--- src/rtl/core/adpcm_pkg.sv ---
// Package for the ADPCM block decoder: widths, status codes, command struct,
// and the MS / IMA coefficient tables. No dependencies.
package adpcm_pkg;

    localparam int MAX_BLOCK_BYTES = 8192;
    localparam int IMA_CHUNK_SAMPLES = 8;
    localparam int POS_W = 14;

    localparam logic [1:0] ST_SAMPLE   = 2'd0;
    localparam logic [1:0] ST_BAD_PRED = 2'd1;
    localparam logic [1:0] ST_BAD_SYNC = 2'd2;
    localparam logic [1:0] ST_BAD_SIZE = 2'd3;

    localparam logic [1:0] CFG_LAYOUT   = 2'd0;
    localparam logic [1:0] CFG_CHANNELS = 2'd1;
    localparam logic [1:0] CFG_BLOCK    = 2'd2;

    // datapath operations, one per cycle while the result register is not busy
    localparam logic [2:0] OP_NONE   = 3'd0;
    localparam logic [2:0] OP_BYTE   = 3'd1;  // header handling of the byte
    localparam logic [2:0] OP_NIB    = 3'd2;  // decode one nibble into slot
    localparam logic [2:0] OP_EMIT   = 3'd3;  // push one result

    typedef struct packed {
        logic [2:0]  op;
        logic        ch;       // channel for nibble / emit
        logic [3:0]  code;     // nibble
        logic [1:0]  src;      // emit source: 0 newest,1 older,2 slot,3 left buffer
        logic        slot;     // nibble slot
        logic [2:0]  lidx;     // left buffer index
        logic        lwrite;   // store nibble result into left buffer
        logic [1:0]  status;
        logic        last_run;
        logic        last_blk;
    } cmd_t;

    function automatic logic signed [10:0] ms_adapt(input logic [3:0] c);
        case (c)
            4'd4, 4'd12: ms_adapt = 11'sd307;
            4'd5, 4'd11: ms_adapt = 11'sd409;
            4'd6, 4'd10: ms_adapt = 11'sd512;
            4'd7, 4'd9:  ms_adapt = 11'sd614;
            4'd8:        ms_adapt = 11'sd768;
            default:     ms_adapt = 11'sd230;
        endcase
    endfunction

    function automatic logic signed [10:0] ms_coef1(input logic [2:0] s);
        case (s)
            3'd0: ms_coef1 = 11'sd256;
            3'd1: ms_coef1 = 11'sd512;
            3'd3: ms_coef1 = 11'sd192;
            3'd4: ms_coef1 = 11'sd240;
            3'd5: ms_coef1 = 11'sd460;
            3'd6: ms_coef1 = 11'sd392;
            default: ms_coef1 = 11'sd0;
        endcase
    endfunction

    function automatic logic signed [10:0] ms_coef2(input logic [2:0] s);
        case (s)
            3'd1: ms_coef2 = -11'sd256;
            3'd3: ms_coef2 = 11'sd64;
            3'd5: ms_coef2 = -11'sd208;
            3'd6: ms_coef2 = -11'sd232;
            default: ms_coef2 = 11'sd0;
        endcase
    endfunction

    function automatic logic signed [4:0] ima_adjust(input logic [3:0] c);
        case (c[2:0])
            3'd4: ima_adjust = 5'sd2;
            3'd5: ima_adjust = 5'sd4;
            3'd6: ima_adjust = 5'sd6;
            3'd7: ima_adjust = 5'sd8;
            default: ima_adjust = -5'sd1;
        endcase
    endfunction

    function automatic logic [14:0] ima_step(input logic [6:0] i);
        logic [14:0] t [0:88];
        t = '{15'd7, 15'd8, 15'd9, 15'd10, 15'd11, 15'd12, 15'd13, 15'd14, 15'd16,
              15'd17, 15'd19, 15'd21, 15'd23, 15'd25, 15'd28, 15'd31, 15'd34, 15'd37,
              15'd41, 15'd45, 15'd50, 15'd55, 15'd60, 15'd66, 15'd73, 15'd80, 15'd88,
              15'd97, 15'd107, 15'd118, 15'd130, 15'd143, 15'd157, 15'd173, 15'd190,
              15'd209, 15'd230, 15'd253, 15'd279, 15'd307, 15'd337, 15'd371, 15'd408,
              15'd449, 15'd494, 15'd544, 15'd598, 15'd658, 15'd724, 15'd796, 15'd876,
              15'd963, 15'd1060, 15'd1166, 15'd1282, 15'd1411, 15'd1552, 15'd1707,
              15'd1878, 15'd2066, 15'd2272, 15'd2499, 15'd2749, 15'd3024, 15'd3327,
              15'd3660, 15'd4026, 15'd4428, 15'd4871, 15'd5358, 15'd5894, 15'd6484,
              15'd7132, 15'd7845, 15'd8630, 15'd9493, 15'd10442, 15'd11487, 15'd12635,
              15'd13899, 15'd15289, 15'd16818, 15'd18500, 15'd20350, 15'd22385,
              15'd24623, 15'd27086, 15'd29794, 15'd32767};
        if (i > 7'd88) ima_step = 15'd32767;
        else ima_step = t[i];
    endfunction

endpackage

--- src/rtl/core/adpcm_block_decoder.sv ---
// ADPCM block decoder (MS ADPCM and IMA/DVI ADPCM WAV blocks), top level.
// Path: each byte is registered in the controller; an error beat then goes straight
// to the result register, a sample via channel state (MS, headers) or slot/left buffer (IMA).
// Sequencing: a byte is accepted only while idle, then takes one step per nibble
// decode and per result beat (none if skipped); result beats wait on a held output.
// Reset: synchronous active-low aresetn clears control and channel state; MS, mono, 256.
module adpcm_block_decoder (
    input  logic                 aclk,
    input  logic                 aresetn,
    input  logic                 cfg_we,
    input  logic [1:0]           cfg_index,
    input  logic [13:0]          cfg_data,
    input  logic                 s_valid,
    output logic                 s_ready,
    input  logic [7:0]           s_data_byte,
    output logic                 m_valid,
    input  logic                 m_ready,
    output logic signed [15:0]   m_pcm_sample,
    output logic                 m_channel,
    output logic [1:0]           m_status,
    output logic                 m_last_of_run,
    output logic                 m_last_of_block
);
    import adpcm_pkg::*;

    logic        layout_reg;
    logic [1:0]  channels_reg;
    logic [13:0] block_reg;

    always_ff @(posedge aclk) begin
        if (!aresetn) begin
            layout_reg <= 1'b0;
            channels_reg <= 2'd1;
            block_reg <= 14'd256;
        end else if (cfg_we) begin
            case (cfg_index)
                CFG_LAYOUT:   layout_reg <= cfg_data[0];
                CFG_CHANNELS: channels_reg <= cfg_data[1:0];
                CFG_BLOCK:    block_reg <= cfg_data;
                default: ;
            endcase
        end
    end

    cmd_t        cmd;
    logic [7:0]  cmd_byte;
    logic [13:0] cmd_pos;
    logic        emit_busy;

    adpcm_ctrl u_ctrl (
        .aclk(aclk), .aresetn(aresetn),
        .cfg_layout(layout_reg), .cfg_channels(channels_reg), .cfg_block(block_reg),
        .s_valid(s_valid), .s_ready(s_ready), .s_data_byte(s_data_byte),
        .cmd(cmd), .cmd_byte(cmd_byte), .cmd_pos(cmd_pos), .emit_busy(emit_busy)
    );

    adpcm_dp u_dp (
        .aclk(aclk), .aresetn(aresetn),
        .cfg_layout(layout_reg), .cfg_channels(channels_reg),
        .cmd(cmd), .cmd_byte(cmd_byte), .cmd_pos(cmd_pos), .emit_busy(emit_busy),
        .m_valid(m_valid), .m_ready(m_ready), .m_pcm_sample(m_pcm_sample),
        .m_channel(m_channel), .m_status(m_status),
        .m_last_of_run(m_last_of_run), .m_last_of_block(m_last_of_block)
    );

    a_err_zero: assert property (@(posedge aclk) disable iff (!aresetn)
        m_valid && m_status != ST_SAMPLE |-> m_pcm_sample == 16'sd0 && m_last_of_block)
        else $error("error beat carries data");
    a_err_chan: assert property (@(posedge aclk) disable iff (!aresetn)
        m_valid && m_status != ST_SAMPLE |-> !m_channel && m_last_of_run)
        else $error("error beat channel");
    a_no_take: assert property (@(posedge aclk) disable iff (!aresetn)
        m_valid && !m_ready |=> m_valid)
        else $error("result dropped");
endmodule

--- src/rtl/core/adpcm_ctrl.sv ---
// Controller for the ADPCM block decoder: byte framing, size check and the
// per-byte command sequence. Depends on adpcm_pkg.
module adpcm_ctrl (
    input  logic                 aclk,
    input  logic                 aresetn,
    input  logic                 cfg_layout,
    input  logic [1:0]           cfg_channels,
    input  logic [13:0]          cfg_block,
    input  logic                 s_valid,
    output logic                 s_ready,
    input  logic [7:0]           s_data_byte,
    output adpcm_pkg::cmd_t      cmd,
    output logic [7:0]           cmd_byte,
    output logic [13:0]          cmd_pos,
    input  logic                 emit_busy
);
    import adpcm_pkg::*;

    localparam logic [1:0] S_IDLE = 2'd0;
    localparam logic [1:0] S_RUN  = 2'd1;

    logic [1:0]  state_reg, state_next;
    logic [13:0] pos_reg, pos_next;
    logic        skip_reg, skip_next;
    logic [7:0]  byte_reg;
    logic [13:0] bpos_reg;
    logic        ends_reg;
    logic [3:0]  step_reg, step_next;
    logic [3:0]  nsteps_reg;
    logic [4:0]  kind_reg;  // sequence selector
    logic [2:0]  kbase_reg;

    logic [13:0] len;
    logic        usable;
    logic [13:0] rem_ima;
    logic [13:0] hdr_ms, hdr_ima;
    logic        stereo;
    logic        hdr_err_set;
    logic        is_err_byte;

    assign stereo = (cfg_channels == 2'd2);
    assign hdr_ms  = stereo ? 14'd14 : 14'd7;
    assign hdr_ima = stereo ? 14'd8 : 14'd4;
    assign len = (cfg_block == 14'd0) ? 14'd1 :
                 (cfg_block > 14'(MAX_BLOCK_BYTES) ? 14'(MAX_BLOCK_BYTES) : cfg_block);
    assign rem_ima = cfg_block - hdr_ima;

    always_comb begin
        usable = 1'b1;
        if (cfg_channels != 2'd1 && cfg_channels != 2'd2) usable = 1'b0;
        else if (cfg_block > 14'(MAX_BLOCK_BYTES)) usable = 1'b0;
        else if (!cfg_layout) usable = (cfg_block >= hdr_ms);
        else if (cfg_block < hdr_ima) usable = 1'b0;
        else usable = stereo ? (rem_ima[2:0] == 3'd0) : (rem_ima[1:0] == 2'd0);
    end

    // sequence kinds
    localparam logic [4:0] K_NONE    = 5'd0;
    localparam logic [4:0] K_ERR     = 5'd1;  // size error
    localparam logic [4:0] K_HDR     = 5'd2;  // header byte, datapath decides
    localparam logic [4:0] K_MS_EMIT = 5'd3;  // last MS header byte
    localparam logic [4:0] K_IMA_EMIT= 5'd4;  // last IMA header byte
    localparam logic [4:0] K_MS_DATA = 5'd5;
    localparam logic [4:0] K_IMA_M   = 5'd6;
    localparam logic [4:0] K_IMA_L   = 5'd7;
    localparam logic [4:0] K_IMA_R   = 5'd8;

    logic [4:0] kind_sel;
    logic [3:0] nsteps_sel;
    logic [13:0] dpos;

    always_comb begin
        dpos = pos_reg - (cfg_layout ? hdr_ima : hdr_ms);
        kind_sel = K_NONE;
        nsteps_sel = 4'd0;
        if (skip_reg) begin
            kind_sel = K_NONE;
        end else if (!usable) begin
            kind_sel = K_ERR; nsteps_sel = 4'd1;
        end else if (!cfg_layout) begin
            if (pos_reg == hdr_ms - 14'd1) begin
                kind_sel = K_MS_EMIT; nsteps_sel = stereo ? 4'd5 : 4'd3;
            end else if (pos_reg < hdr_ms) begin
                kind_sel = K_HDR; nsteps_sel = 4'd1;
            end else begin
                kind_sel = K_MS_DATA; nsteps_sel = 4'd4;
            end
        end else begin
            if (pos_reg == hdr_ima - 14'd1) begin
                kind_sel = K_IMA_EMIT; nsteps_sel = stereo ? 4'd3 : 4'd2;
            end else if (pos_reg < hdr_ima) begin
                kind_sel = K_HDR; nsteps_sel = 4'd1;
            end else if (!stereo) begin
                kind_sel = K_IMA_M; nsteps_sel = 4'd4;
            end else if (!dpos[2]) begin
                kind_sel = K_IMA_L; nsteps_sel = 4'd2;
            end else begin
                kind_sel = K_IMA_R; nsteps_sel = 4'd6;
            end
        end
    end

    assign s_ready = (state_reg == S_IDLE);

    always_comb begin
        state_next = state_reg;
        pos_next = pos_reg;
        skip_next = skip_reg;
        step_next = step_reg;
        if (state_reg == S_IDLE) begin
            if (s_valid) begin
                pos_next = (pos_reg + 14'd1 >= len) ? 14'd0 : pos_reg + 14'd1;
                if (kind_sel != K_NONE) begin
                    state_next = S_RUN;
                    step_next = 4'd0;
                end
                if (pos_reg + 14'd1 >= len) skip_next = 1'b0;
                else if (kind_sel == K_ERR) skip_next = 1'b1;
            end
        end else if (!emit_busy) begin
            step_next = step_reg + 4'd1;
            // drop the rest of the sequence after a header error beat
            if (step_reg + 4'd1 == nsteps_reg || is_err_byte) state_next = S_IDLE;
        end
    end

    always_ff @(posedge aclk) begin
        if (!aresetn) begin
            state_reg <= S_IDLE;
            pos_reg <= '0;
            skip_reg <= 1'b0;
            step_reg <= '0;
        end else begin
            state_reg <= state_next;
            pos_reg <= pos_next;
            step_reg <= step_next;
            // skip is also set by a predictor / sync header error, detected below
            skip_reg <= skip_next | hdr_err_set;
        end
        if (state_reg == S_IDLE && s_valid) begin
            byte_reg <= s_data_byte;
            bpos_reg <= pos_reg;
            ends_reg <= (pos_reg + 14'd1 >= len);
            kind_reg <= kind_sel;
            nsteps_reg <= nsteps_sel;
            kbase_reg <= {dpos[1:0], 1'b0};
        end
    end

    // header error detection (predictor or sync) sets skip unless block ends
    always_comb begin
        is_err_byte = 1'b0;
        if (state_reg == S_RUN && step_reg == 4'd0) begin
            if ((kind_reg == K_HDR || kind_reg == K_MS_EMIT || kind_reg == K_IMA_EMIT)) begin
                if (!cfg_layout)
                    is_err_byte = (bpos_reg < (stereo ? 14'd2 : 14'd1)) && byte_reg > 8'd6;
                else
                    is_err_byte = (bpos_reg[1:0] == 2'd3) && byte_reg != 8'd0;
            end
        end
        hdr_err_set = is_err_byte && !ends_reg && !emit_busy;
    end

    assign cmd_byte = byte_reg;
    assign cmd_pos = bpos_reg;

    always_comb begin
        logic last;
        last = (step_reg + 4'd1 == nsteps_reg);
        cmd = '0;
        cmd.last_run = last;
        cmd.last_blk = last && ends_reg;
        if (state_reg == S_RUN) begin
            case (kind_reg)
                K_ERR: begin
                    cmd.op = OP_EMIT; cmd.src = 2'd2; cmd.status = ST_BAD_SIZE;
                    cmd.last_blk = 1'b1;
                end
                K_HDR: begin
                    cmd.op = OP_BYTE;
                end
                K_MS_EMIT: begin
                    if (step_reg == 4'd0) cmd.op = OP_BYTE;
                    else begin
                        cmd.op = OP_EMIT;
                        cmd.src = (step_reg <= (stereo ? 4'd2 : 4'd1)) ? 2'd1 : 2'd0;
                        cmd.ch = stereo ? ~step_reg[0] : 1'b0;
                    end
                end
                K_IMA_EMIT: begin
                    if (step_reg == 4'd0) cmd.op = OP_BYTE;
                    else begin
                        cmd.op = OP_EMIT; cmd.src = 2'd0;
                        cmd.ch = stereo ? ~step_reg[0] : 1'b0;
                    end
                end
                K_MS_DATA: begin
                    case (step_reg)
                        4'd0: begin cmd.op = OP_NIB; cmd.ch = 1'b0;
                            cmd.code = byte_reg[7:4]; end
                        4'd1: begin cmd.op = OP_EMIT; cmd.src = 2'd0; cmd.ch = 1'b0; end
                        4'd2: begin cmd.op = OP_NIB; cmd.ch = stereo;
                            cmd.code = byte_reg[3:0]; end
                        default: begin cmd.op = OP_EMIT; cmd.src = 2'd0; cmd.ch = stereo; end
                    endcase
                end
                K_IMA_M: begin
                    case (step_reg)
                        4'd0: begin cmd.op = OP_NIB; cmd.code = byte_reg[3:0];
                            cmd.slot = 1'b0; end
                        4'd1: begin cmd.op = OP_NIB; cmd.code = byte_reg[7:4];
                            cmd.slot = 1'b1; end
                        4'd2: begin cmd.op = OP_EMIT; cmd.src = 2'd2; cmd.slot = 1'b0; end
                        default: begin cmd.op = OP_EMIT; cmd.src = 2'd2; cmd.slot = 1'b1; end
                    endcase
                end
                K_IMA_L: begin
                    cmd.op = OP_NIB; cmd.lwrite = 1'b1;
                    cmd.code = step_reg[0] ? byte_reg[7:4] : byte_reg[3:0];
                    cmd.lidx = kbase_reg | {2'b00, step_reg[0]};
                end
                K_IMA_R: begin
                    cmd.ch = 1'b1;
                    case (step_reg)
                        4'd0: begin cmd.op = OP_NIB; cmd.code = byte_reg[3:0];
                            cmd.slot = 1'b0; end
                        4'd1: begin cmd.op = OP_NIB; cmd.code = byte_reg[7:4];
                            cmd.slot = 1'b1; end
                        4'd2: begin cmd.op = OP_EMIT; cmd.src = 2'd3; cmd.ch = 1'b0;
                            cmd.lidx = kbase_reg; end
                        4'd3: begin cmd.op = OP_EMIT; cmd.src = 2'd2; cmd.slot = 1'b0; end
                        4'd4: begin cmd.op = OP_EMIT; cmd.src = 2'd3; cmd.ch = 1'b0;
                            cmd.lidx = kbase_reg | 3'd1; end
                        default: begin cmd.op = OP_EMIT; cmd.src = 2'd2; cmd.slot = 1'b1; end
                    endcase
                end
                default: cmd.op = OP_NONE;
            endcase
        end
    end
endmodule

--- src/rtl/core/adpcm_dp.sv ---
// Datapath for the ADPCM block decoder: channel state, nibble decoders, left
// chunk buffer and the result register. Depends on adpcm_pkg.
module adpcm_dp (
    input  logic                 aclk,
    input  logic                 aresetn,
    input  logic                 cfg_layout,
    input  logic [1:0]           cfg_channels,
    input  adpcm_pkg::cmd_t      cmd,
    input  logic [7:0]           cmd_byte,
    input  logic [13:0]          cmd_pos,
    output logic                 emit_busy,
    output logic                 m_valid,
    input  logic                 m_ready,
    output logic signed [15:0]   m_pcm_sample,
    output logic                 m_channel,
    output logic [1:0]           m_status,
    output logic                 m_last_of_run,
    output logic                 m_last_of_block
);
    import adpcm_pkg::*;

    logic [7:0]         pend_reg;
    logic [2:0]         pred_reg   [0:1];
    logic signed [15:0] delta_reg  [0:1];
    logic signed [15:0] newest_reg [0:1];
    logic signed [15:0] older_reg  [0:1];
    logic [6:0]         sidx_reg   [0:1];
    logic signed [15:0] slot_reg   [0:1];
    logic signed [15:0] left_mem   [0:7];
    logic               stereo;
    logic               header_err;
    logic [13:0]        r;
    logic [13:0]        chn;
    assign stereo = (cfg_channels == 2'd2);

    // output register busy: a new result only when the slot is free or drains
    logic out_free;
    assign out_free = !m_valid || m_ready;
    assign emit_busy = (cmd.op == OP_EMIT || header_err) && !out_free;

    // ---------- header byte decoding ----------
    always_comb begin
        chn = stereo ? 14'd2 : 14'd1;
        r = cmd_pos - chn;
        header_err = 1'b0;
        if (cmd.op == OP_BYTE) begin
            if (!cfg_layout) header_err = (cmd_pos < chn) && cmd_byte > 8'd6;
            else header_err = (cmd_pos[1:0] == 2'd3) && cmd_byte != 8'd0;
        end
    end

    // ---------- nibble decoders ----------
    logic signed [15:0] d_cur, ms_cur, ima_cur;
    logic signed [15:0] ms_nd;
    logic [6:0]         ima_ni;
    always_comb begin
        logic [2:0] sel;
        logic signed [26:0] dp;
        logic signed [27:0] pr;
        logic signed [19:0] sdel;
        logic signed [28:0] tot;
        logic signed [26:0] prd;
        logic [6:0] si;
        logic [14:0] st;
        logic [17:0] diff;
        logic signed [18:0] sum;
        logic signed [7:0] ni;
        sel = (pred_reg[cmd.ch] > 3'd6) ? 3'd0 : pred_reg[cmd.ch];
        dp = ms_adapt(cmd.code) * delta_reg[cmd.ch];
        ms_nd = 16'(dp >>> 8);
        if (ms_nd < 16'sd16) ms_nd = 16'sd16;
        pr = newest_reg[cmd.ch] * ms_coef1(sel) + older_reg[cmd.ch] * ms_coef2(sel);
        prd = 27'(pr >>> 8);
        sdel = $signed(cmd.code) * delta_reg[cmd.ch];
        tot = 29'(sdel) + 29'(prd);
        if (tot > 29'sd32767) ms_cur = 16'sd32767;
        else if (tot < -29'sd32768) ms_cur = -16'sd32768;
        else ms_cur = 16'(tot);

        si = (sidx_reg[cmd.ch] > 7'd88) ? 7'd88 : sidx_reg[cmd.ch];
        st = ima_step(si);
        diff = 18'(({16'd0, cmd.code[2:0]} * 19'(st) * 19'd2 + 19'(st)) >> 3);
        if (cmd.code[3]) sum = 19'(newest_reg[cmd.ch]) - 19'(diff);
        else sum = 19'(newest_reg[cmd.ch]) + 19'(diff);
        if (sum > 19'sd32767) ima_cur = 16'sd32767;
        else if (sum < -19'sd32768) ima_cur = -16'sd32768;
        else ima_cur = 16'(sum);
        ni = 8'(si) + 8'(ima_adjust(cmd.code));
        ima_ni = (ni < 0) ? 7'd0 : ((ni > 8'sd88) ? 7'd88 : 7'(ni));
        d_cur = cfg_layout ? ima_cur : ms_cur;
    end

    // ---------- state update ----------
    always_ff @(posedge aclk) begin
        if (!aresetn) begin
            pend_reg <= '0;
            for (int i = 0; i < 2; i++) begin
                pred_reg[i] <= '0; delta_reg[i] <= '0; newest_reg[i] <= '0;
                older_reg[i] <= '0; sidx_reg[i] <= '0;
            end
        end else begin
            if (cmd.op == OP_BYTE && !header_err) begin
                if (!cfg_layout) begin
                    if (cmd_pos < chn) pred_reg[cmd_pos[0]] <= cmd_byte[2:0];
                    else if (!r[0]) pend_reg <= cmd_byte;
                    else begin
                        logic c;
                        logic [13:0] f;
                        c = stereo ? r[1] : 1'b0;
                        f = stereo ? (r >> 2) : (r >> 1);
                        if (f == 14'd0) delta_reg[c] <= {cmd_byte, pend_reg};
                        else if (f == 14'd1) newest_reg[c] <= {cmd_byte, pend_reg};
                        else older_reg[c] <= {cmd_byte, pend_reg};
                    end
                end else begin
                    case (cmd_pos[1:0])
                        2'd0: pend_reg <= cmd_byte;
                        2'd1: newest_reg[cmd_pos[2]] <= {cmd_byte, pend_reg};
                        2'd2: sidx_reg[cmd_pos[2]] <=
                            (cmd_byte > 8'd88) ? 7'd88 : cmd_byte[6:0];
                        default: ;
                    endcase
                end
            end
            if (cmd.op == OP_NIB) begin
                if (!cfg_layout) begin
                    delta_reg[cmd.ch] <= ms_nd;
                    older_reg[cmd.ch] <= newest_reg[cmd.ch];
                    newest_reg[cmd.ch] <= ms_cur;
                end else begin
                    newest_reg[cmd.ch] <= ima_cur;
                    sidx_reg[cmd.ch] <= ima_ni;
                end
            end
        end
    end

    always_ff @(posedge aclk) begin
        if (cmd.op == OP_NIB) begin
            slot_reg[cmd.slot] <= d_cur;
            if (cmd.lwrite) left_mem[cmd.lidx] <= d_cur;
        end
    end

    // ---------- result register ----------
    logic signed [15:0] esample;
    always_comb begin
        case (cmd.src)
            2'd0: esample = newest_reg[cmd.ch];
            2'd1: esample = older_reg[cmd.ch];
            2'd2: esample = (cmd.status != ST_SAMPLE) ? 16'sd0 : slot_reg[cmd.slot];
            default: esample = left_mem[cmd.lidx];
        endcase
    end

    always_ff @(posedge aclk) begin
        if (!aresetn) begin
            m_valid <= 1'b0;
        end else if (out_free) begin
            m_valid <= (cmd.op == OP_EMIT) || header_err;
        end
        if (out_free) begin
            if (header_err) begin
                m_pcm_sample <= '0; m_channel <= 1'b0;
                m_status <= cfg_layout ? ST_BAD_SYNC : ST_BAD_PRED;
                m_last_of_run <= 1'b1; m_last_of_block <= 1'b1;
            end else begin
                m_pcm_sample <= esample;
                m_channel <= (cmd.status != ST_SAMPLE) ? 1'b0 : cmd.ch;
                m_status <= cmd.status;
                m_last_of_run <= cmd.last_run;
                m_last_of_block <= cmd.last_blk;
            end
        end
    end
endmodule
--- config.mk ---
export PLATFORM = sky130hd
export DESIGN_NAME = adpcm_block_decoder
export DESIGN_NICKNAME = d
export VERILOG_FILES = /design/src/rtl/core/adpcm_pkg.sv /design/src/rtl/core/adpcm_block_decoder.sv /design/src/rtl/core/adpcm_ctrl.sv /design/src/rtl/core/adpcm_dp.sv
export SDC_FILE = /design/constraint.sdc
export NUM_CORES = 2
export LEC_CHECK = 0
export BUFFER_PORTS_ARGS = -buffer_cell sky130_fd_sc_hd__buf_2
export CAP_MARGIN = 10
export CORE_ASPECT_RATIO = 0.75
export CORE_UTILIZATION = 33
export CTS_CLUSTER_SIZE = 14
export DETAILED_ROUTE_END_ITERATION = 8
export PLACE_DENSITY_LB_ADDON = 0.15
export SETUP_SLACK_MARGIN = 0.02
export SLEW_MARGIN = 10
export SYNTH_ARGS = -nofsm -noshare
export SYNTH_HDL_FRONTEND = slang
export SYNTH_HIERARCHICAL = 1
export SYNTH_SLANG_ARGS = --single-unit
--- constraint.sdc ---
create_clock -name aclk -period 16.6 [get_ports aclk]
set_clock_uncertainty 0.15 [all_clocks]
set_input_delay 1.66 -clock aclk [delete_from_list [all_inputs] [get_ports aclk]]
set_output_delay 1.66 -clock aclk [all_outputs]
set_load 0.02 [all_outputs]
Word level (Yosys, flattened, before mapping):

Memories as Yosys holds them, arrays and structs flattened.
Index checks and enable logic that the tools add are counted.
Widths: inputs -> output; s select.

* add/sub/neg operators: 13
* order comparisons: 21
* $mul: 5
* reduce and logical (&&, ||, !) cells: 59
* mux-type cells: 187
* bitwise operators: 6
* equal/unequal tests: 46

Operators by type and width (count)
* $mux 16: 16
* $reduce_or 16->1: 7
* $mux 1: 98
* $pmux 10 s6: 1
* $mul 16x11->27: 2
* $mux 4: 13
* $pmux 16 s3: 1
* $mux 15: 3
* $pmux 11 s4: 1
* $lt 14x4->1: 3
* $mux 14: 3
* $mux 7: 6
* $mux 5: 7
* $mux 8: 4
* $gt 29x16->1 const B: 1
* $lt 29x16->1 const B: 1
* $add 27x27->28: 1
* $eq 14x14->1: 2
* $logic_not 14->1: 2
* $mux 2: 13
* $mul 11x16->24: 1
* $add 20x20->21: 1
* $eq 3x3->1 const B: 7
* $mux 3: 7
* 73 further kinds: 136

* word-level logic and storage cells: 367
* input port bits: 29
* register bits after elaboration: 102
* output and inout port bits: 23
* bits in writable memories: 276
* memory bits (read-only): 2080
* memories kept: 9

Memories
* (name not given): words 128, width 15, read ports 1, clocked after memory_dff 0, wr ports 0, line adpcm_pkg.sv:95 `else ima_step = t[i];`
* (name not given): words 16, width 10, read ports 1, clocked after memory_dff 0, wr ports 0, line adpcm_pkg.sv:38 `case (c)`
* u_dp.left_mem: words 8, width 16, read ports 1, clocked after memory_dff 0, wr ports 1, line adpcm_dp.sv:29 `logic signed [15:0] left_mem [0:7];`
* u_dp.delta_reg: words 2, width 16, read ports 1, clocked after memory_dff 0, wr ports 2, line adpcm_dp.sv:24 `logic signed [15:0] delta_reg [0:1];`
* u_dp.newest_reg: words 2, width 16, read ports 1, clocked after memory_dff 0, wr ports 2, line adpcm_dp.sv:25 `logic signed [15:0] newest_reg [0:1];`
* u_dp.older_reg: words 2, width 16, read ports 1, clocked after memory_dff 0, wr ports 2, line adpcm_dp.sv:26 `logic signed [15:0] older_reg [0:1];`
* 3 more memories

Longest topological paths before layout:

An unclocked memory read counts as a cell.

* word-level depth: 24
* gate-level depth with buffers: 60
* depth with buffers taken out: 54

Modules after synthesis:

The synthesis kept the hierarchy.

By module, submodules not included
* adpcm_dp: instances 1, area each 36981.7 um^2, sequential area each 9098.7 um^2, cells each 3924
* adpcm_ctrl: instances 1, area each 3642.2 um^2, sequential area each 1361.3 um^2, cells each 421
* adpcm_block_decoder: instances 1, area each 705.7 um^2, sequential area each 340.3 um^2, cells each 74

Worst setup path before layout:

Ideal clock, no wire load.

* path kind: reg2reg
* start: reg u_ctrl.step_reg[0]
* end: mem u_dp.left_mem[0][11] (data pin)
* slack: 2706 ps
* buffers on the path: 9
* library setup time: 280 ps
* data arrival time: 13463 ps
* required time: 16170 ps
* period minus slack after synthesis: 13894 ps
* cell stages (with the launch flop): 53
* path through: dfxtp_1 -> clkbuf_1 -> inv_1 -> ha_1 -> o21ai_0 -> nand2b_1 -> nand4_1 -> a31oi_1 -> buf_6 -> buf_6 -> buf_6 -> buf_2 -> buf_1 -> clkbuf_1 -> o32ai_1 -> a21oi_1 -> clkbuf_1 -> nor2_1 -> [17 not listed] -> a21oi_1 -> xnor2_1 -> ha_1 -> inv_1 -> fa_1 -> fa_1 -> inv_1 -> ha_1 -> and3_1 -> o211a_1 -> o31ai_1 -> nor2b_1 -> xnor2_1 -> or4_1 -> o32a_1 -> clkbuf_1 -> a31o_2 -> and2_1

RTL lines
* start, declared: line adpcm_ctrl.sv:28 `logic [3:0] step_reg, step_next;`
* start signal, assigned: line adpcm_ctrl.sv:136 `step_reg <= step_next;`
* end, declared: line adpcm_dp.sv:29

==> impl_metrics.json <==
{
  "status": "complete, no violations",
  "synth-edff-count": 329,
  "netlist_area_um2": 41330,
  "die_w_um": 410.6,
  "drtIter0Drc": 2865,
  "dp_hpwl_um": 104300,
  "rr_worst_depth": 51,
  "crit_path_start": "u_ctrl/step_reg[0]$_SDFFE_PN0P_",
  "grt_usage": 0.2102,
  "cts_tree": "built",
  "regMostFlops": "u_dp/left_mem",
  "cp_max_fo": 51,
  "cts_resized": 0,
  "cts_post_setup_buffers_inserted": 0,
  "cpMaxStageDelayCell": "buf_4",
  "pwr-share-seq": 0.291,
  "crit_type": "reg -> reg",
  "leakage_nw": 19.78,
  "drcViolationCount": 0,
  "die_h_um": 308.5,
  "post-synth-top-count-cell": "inv_1",
  "p_clk_frac": 0.205,
  "whs_ns": 0.3314,
  "p_total_w": 0.004475,
  "clockBufferDepth": 3,
  "report.final.slew_viol_count": 0,
  "drive_above_1_share": 0.07977,
  "synth_nets": 5228,
  "initial_core_util": 0.3325,
  "p_sw_frac": 0.4265,
  "numPortBuffers": 51,
  "pwr-share-comb": 0.504,
  "ctsHoldBuffers": 0,
  "wl_um": 131400,
  "coreArea_um2": 124300,
  "r2r-end": "u_dp/newest_reg[0][1]$_SDFFCE_PN0P_",
  "dieArea_um2": 126700,
  "r2r_setup_slack_ns": 1.10,
  "ant_nets": 0,
  "antenna_found_initial": 11,
  "cts-root-buf": "clkbuf_16",
  "largest_reg_flops": 128,
  "hold_depth": 2,
  "critPathLaunchType": "flop",
  "cts_sinks": 375,
  "grt_setup_unrepaired": "false",
  "nFillCells": 12720,
  "critical_path_arrival_ns": 15.80,
  "clkLatencyLatePin_ns": 0.59,
  "cp.required_ns": 16.91,
  "synth_warnings": 6,
  "netlist-cell-type-count": 107,
  "setup_violations": 0,
  "fin_cells": 6141,
  "fin_ws_ns": 1.101,
  "fmax_ghz": 0.06452,
  "fin_crit_ns": 15.50,
  "async_reset_ff_frac": 0,
  "yosysTopAreaCell": "edfxtp_1",
  "gp_congestion": 0.9108,
  "max_cap_viol_count": 0,
  "p_sw_w": 0.001909,
  "worstMarginPinSlew_ns": 1.275,
  "dr.pass1.iters": 5,
  "power.density_nw_per_um2": 98.81,
  "avgSynthCellArea_um2": 9.353,
  "reg2reg_from": "u_ctrl/step_reg[0]$_SDFFE_PN0P_",
  "end_kind": "flop",
  "syn2layout_area_growth_pct": 9.576,
  "ys_top_cells_by_count": "inv_1 (747), nor2_1 (527), fa_1 (429)",
  "grt-ovfl-total": 0,
  "vias": 31390,
  "hp-class": "reg -> reg",
  "final_nets": 5262,
  "synth.area.top_cells": "edfxtp_1 (24%), fa_1 (21%), ha_1 (11%)",
  "post_drt_wl_per_cell_um": 21.40,
  "grt_max_degree": 58,
  "grt_pass1_wl_um": 201500,
  "ios": 52,
  "finalHoldViolCount": 0,
  "finalSetupTns_ns": 0,
  "slew_headroom": 0.1471,
  "core.rowCount": 112,
  "max_stage_delay_ns": 0.75,
  "synth_top_area_share": 0.2390,
  "vdd_ir_drop_max_v": 0.00008684,
  "cts_buffers": 43,
  "syn_inst": 4419,
  "p_int_w": 0.002566,
  "ys_ff_latch": 375,
  "htreeDepth": 2,
  "synth-seq-area-share": 0.2613,
  "placed_cells_incl_taps": 6061,
  "fin_crit_sh": 0.9336,
  "yosys_most_used_dff": "edfxtp_1",
  "clk_pin_slew_ns": 0.06,
  "n_antenna_cell": 0,
  "endpoint": "u_dp/newest_reg[0][1]$_SDFFCE_PN0P_",
  "pre_cts_slack_ns": 1.064,
  "vias_per_cell": 5.112,
  "grt_pass1_vias": 31500
}
worst max-delay path: cells and delay by family, from the launching register on:
kind                     cells  cell delay (ns)
buffers and inverters       11             1.93
AND/OR/NAND/NOR              8             1.06
flip-flops                   1             0.54
adder cells (fa/ha/maj)     13             5.63
multiplexers                 1             0.39
AO/OA/AOI/OAI               16             4.97
XOR/XNOR                     2             0.56
routing by layer:
layer  GRT usage  vias up  wire [um]
li1            -    14800          -
met1      0.3254    15510      65850
met2      0.2931      927      52230
met3     0.04999      148      11010
met4     0.03809        6       2302
met5           0        -         39
power by group through the flow:
| stage | Combinational, W | Clock [W] | Sequential [W] |
|---|---|---|---|
| floorplan | 0.00148 | 0 | 0.00131 |
| global placement | 0.00224 | 0 | 0.00132 |
| detailed placement | 0.00223 | 0 | 0.00132 |
| CTS | 0.00226 | 0.000941 | 0.00130 |
| global route | 0.00252 | 0.000973 | 0.00130 |
| finish | 0.00226 | 0.000919 | 0.00130 |
per-stage QoR:
stage               utilization  instance area, um2
floorplan                     -               41330
global placement         0.3531               43890
detailed placement       0.3532               43900
CTS                      0.3641               45260
global route             0.3643               45290
finish                   0.3643               45290
layout by cell type, fill, tap and decap left out, drive strengths merged, types with 61 or more instances in the layout:
cell type / n
a21oi: 188
buf: 168
clkbuf: 61
edfxtp: 329
fa: 429
ha: 351
inv: 752
mux2i: 123
nand2: 360
nor2: 529
nor3: 68
o21ai: 128
xnor2: 94
worst min-delay path by stage:
stage                                   startpoint  slack (ns)                           to
finish                   block_reg[9]$_SDFFE_PN0P_        0.33    block_reg[9]$_SDFFE_PN0P_
global route            block_reg[12]$_SDFFE_PN0P_        0.36   block_reg[12]$_SDFFE_PN0P_
CTS                     block_reg[12]$_SDFFE_PN0P_        0.33   block_reg[12]$_SDFFE_PN0P_
detailed placement      block_reg[12]$_SDFFE_PN0P_        0.32   block_reg[12]$_SDFFE_PN0P_
global placement         block_reg[6]$_SDFFE_PN0P_        0.32    block_reg[6]$_SDFFE_PN0P_
floorplan           u_ctrl/pos_reg[2]$_SDFFE_PN0P_        0.26  u_ctrl/cmd_pos[2]$_DFFE_PP_
kinds of logic (layout without fill, tap and decap cells):
logic type	after synthesis	after routing	share of synthesized area
AND/OR/NAND/NOR	1318	1318	0.1455
buffers and inverters	933	1002	0.08695
adder cells (fa/ha/maj)	782	782	0.3145
AO/OA/AOI/OAI	692	692	0.1148
flip-flops	375	375	0.2613
multiplexers	168	168	0.04490
XOR/XNOR	150	150	0.03197
other	1	1	0.00009073
area by class of cell:
cell class,instances,area (um2),share of cell area
Multi-Input combinational cell,3111,27090,0.5981
Clock buffer,61,1175,0.02594
Inverter,754,2830,0.06249
Sequential cell,375,10800,0.2385
Clock inverter,19,178.9,0.003951
Timing Repair Buffer,168,1146,0.02531
Tap cell,1653,2068,0.04567
Note: power is estimated with default switching activity, not from simulation.
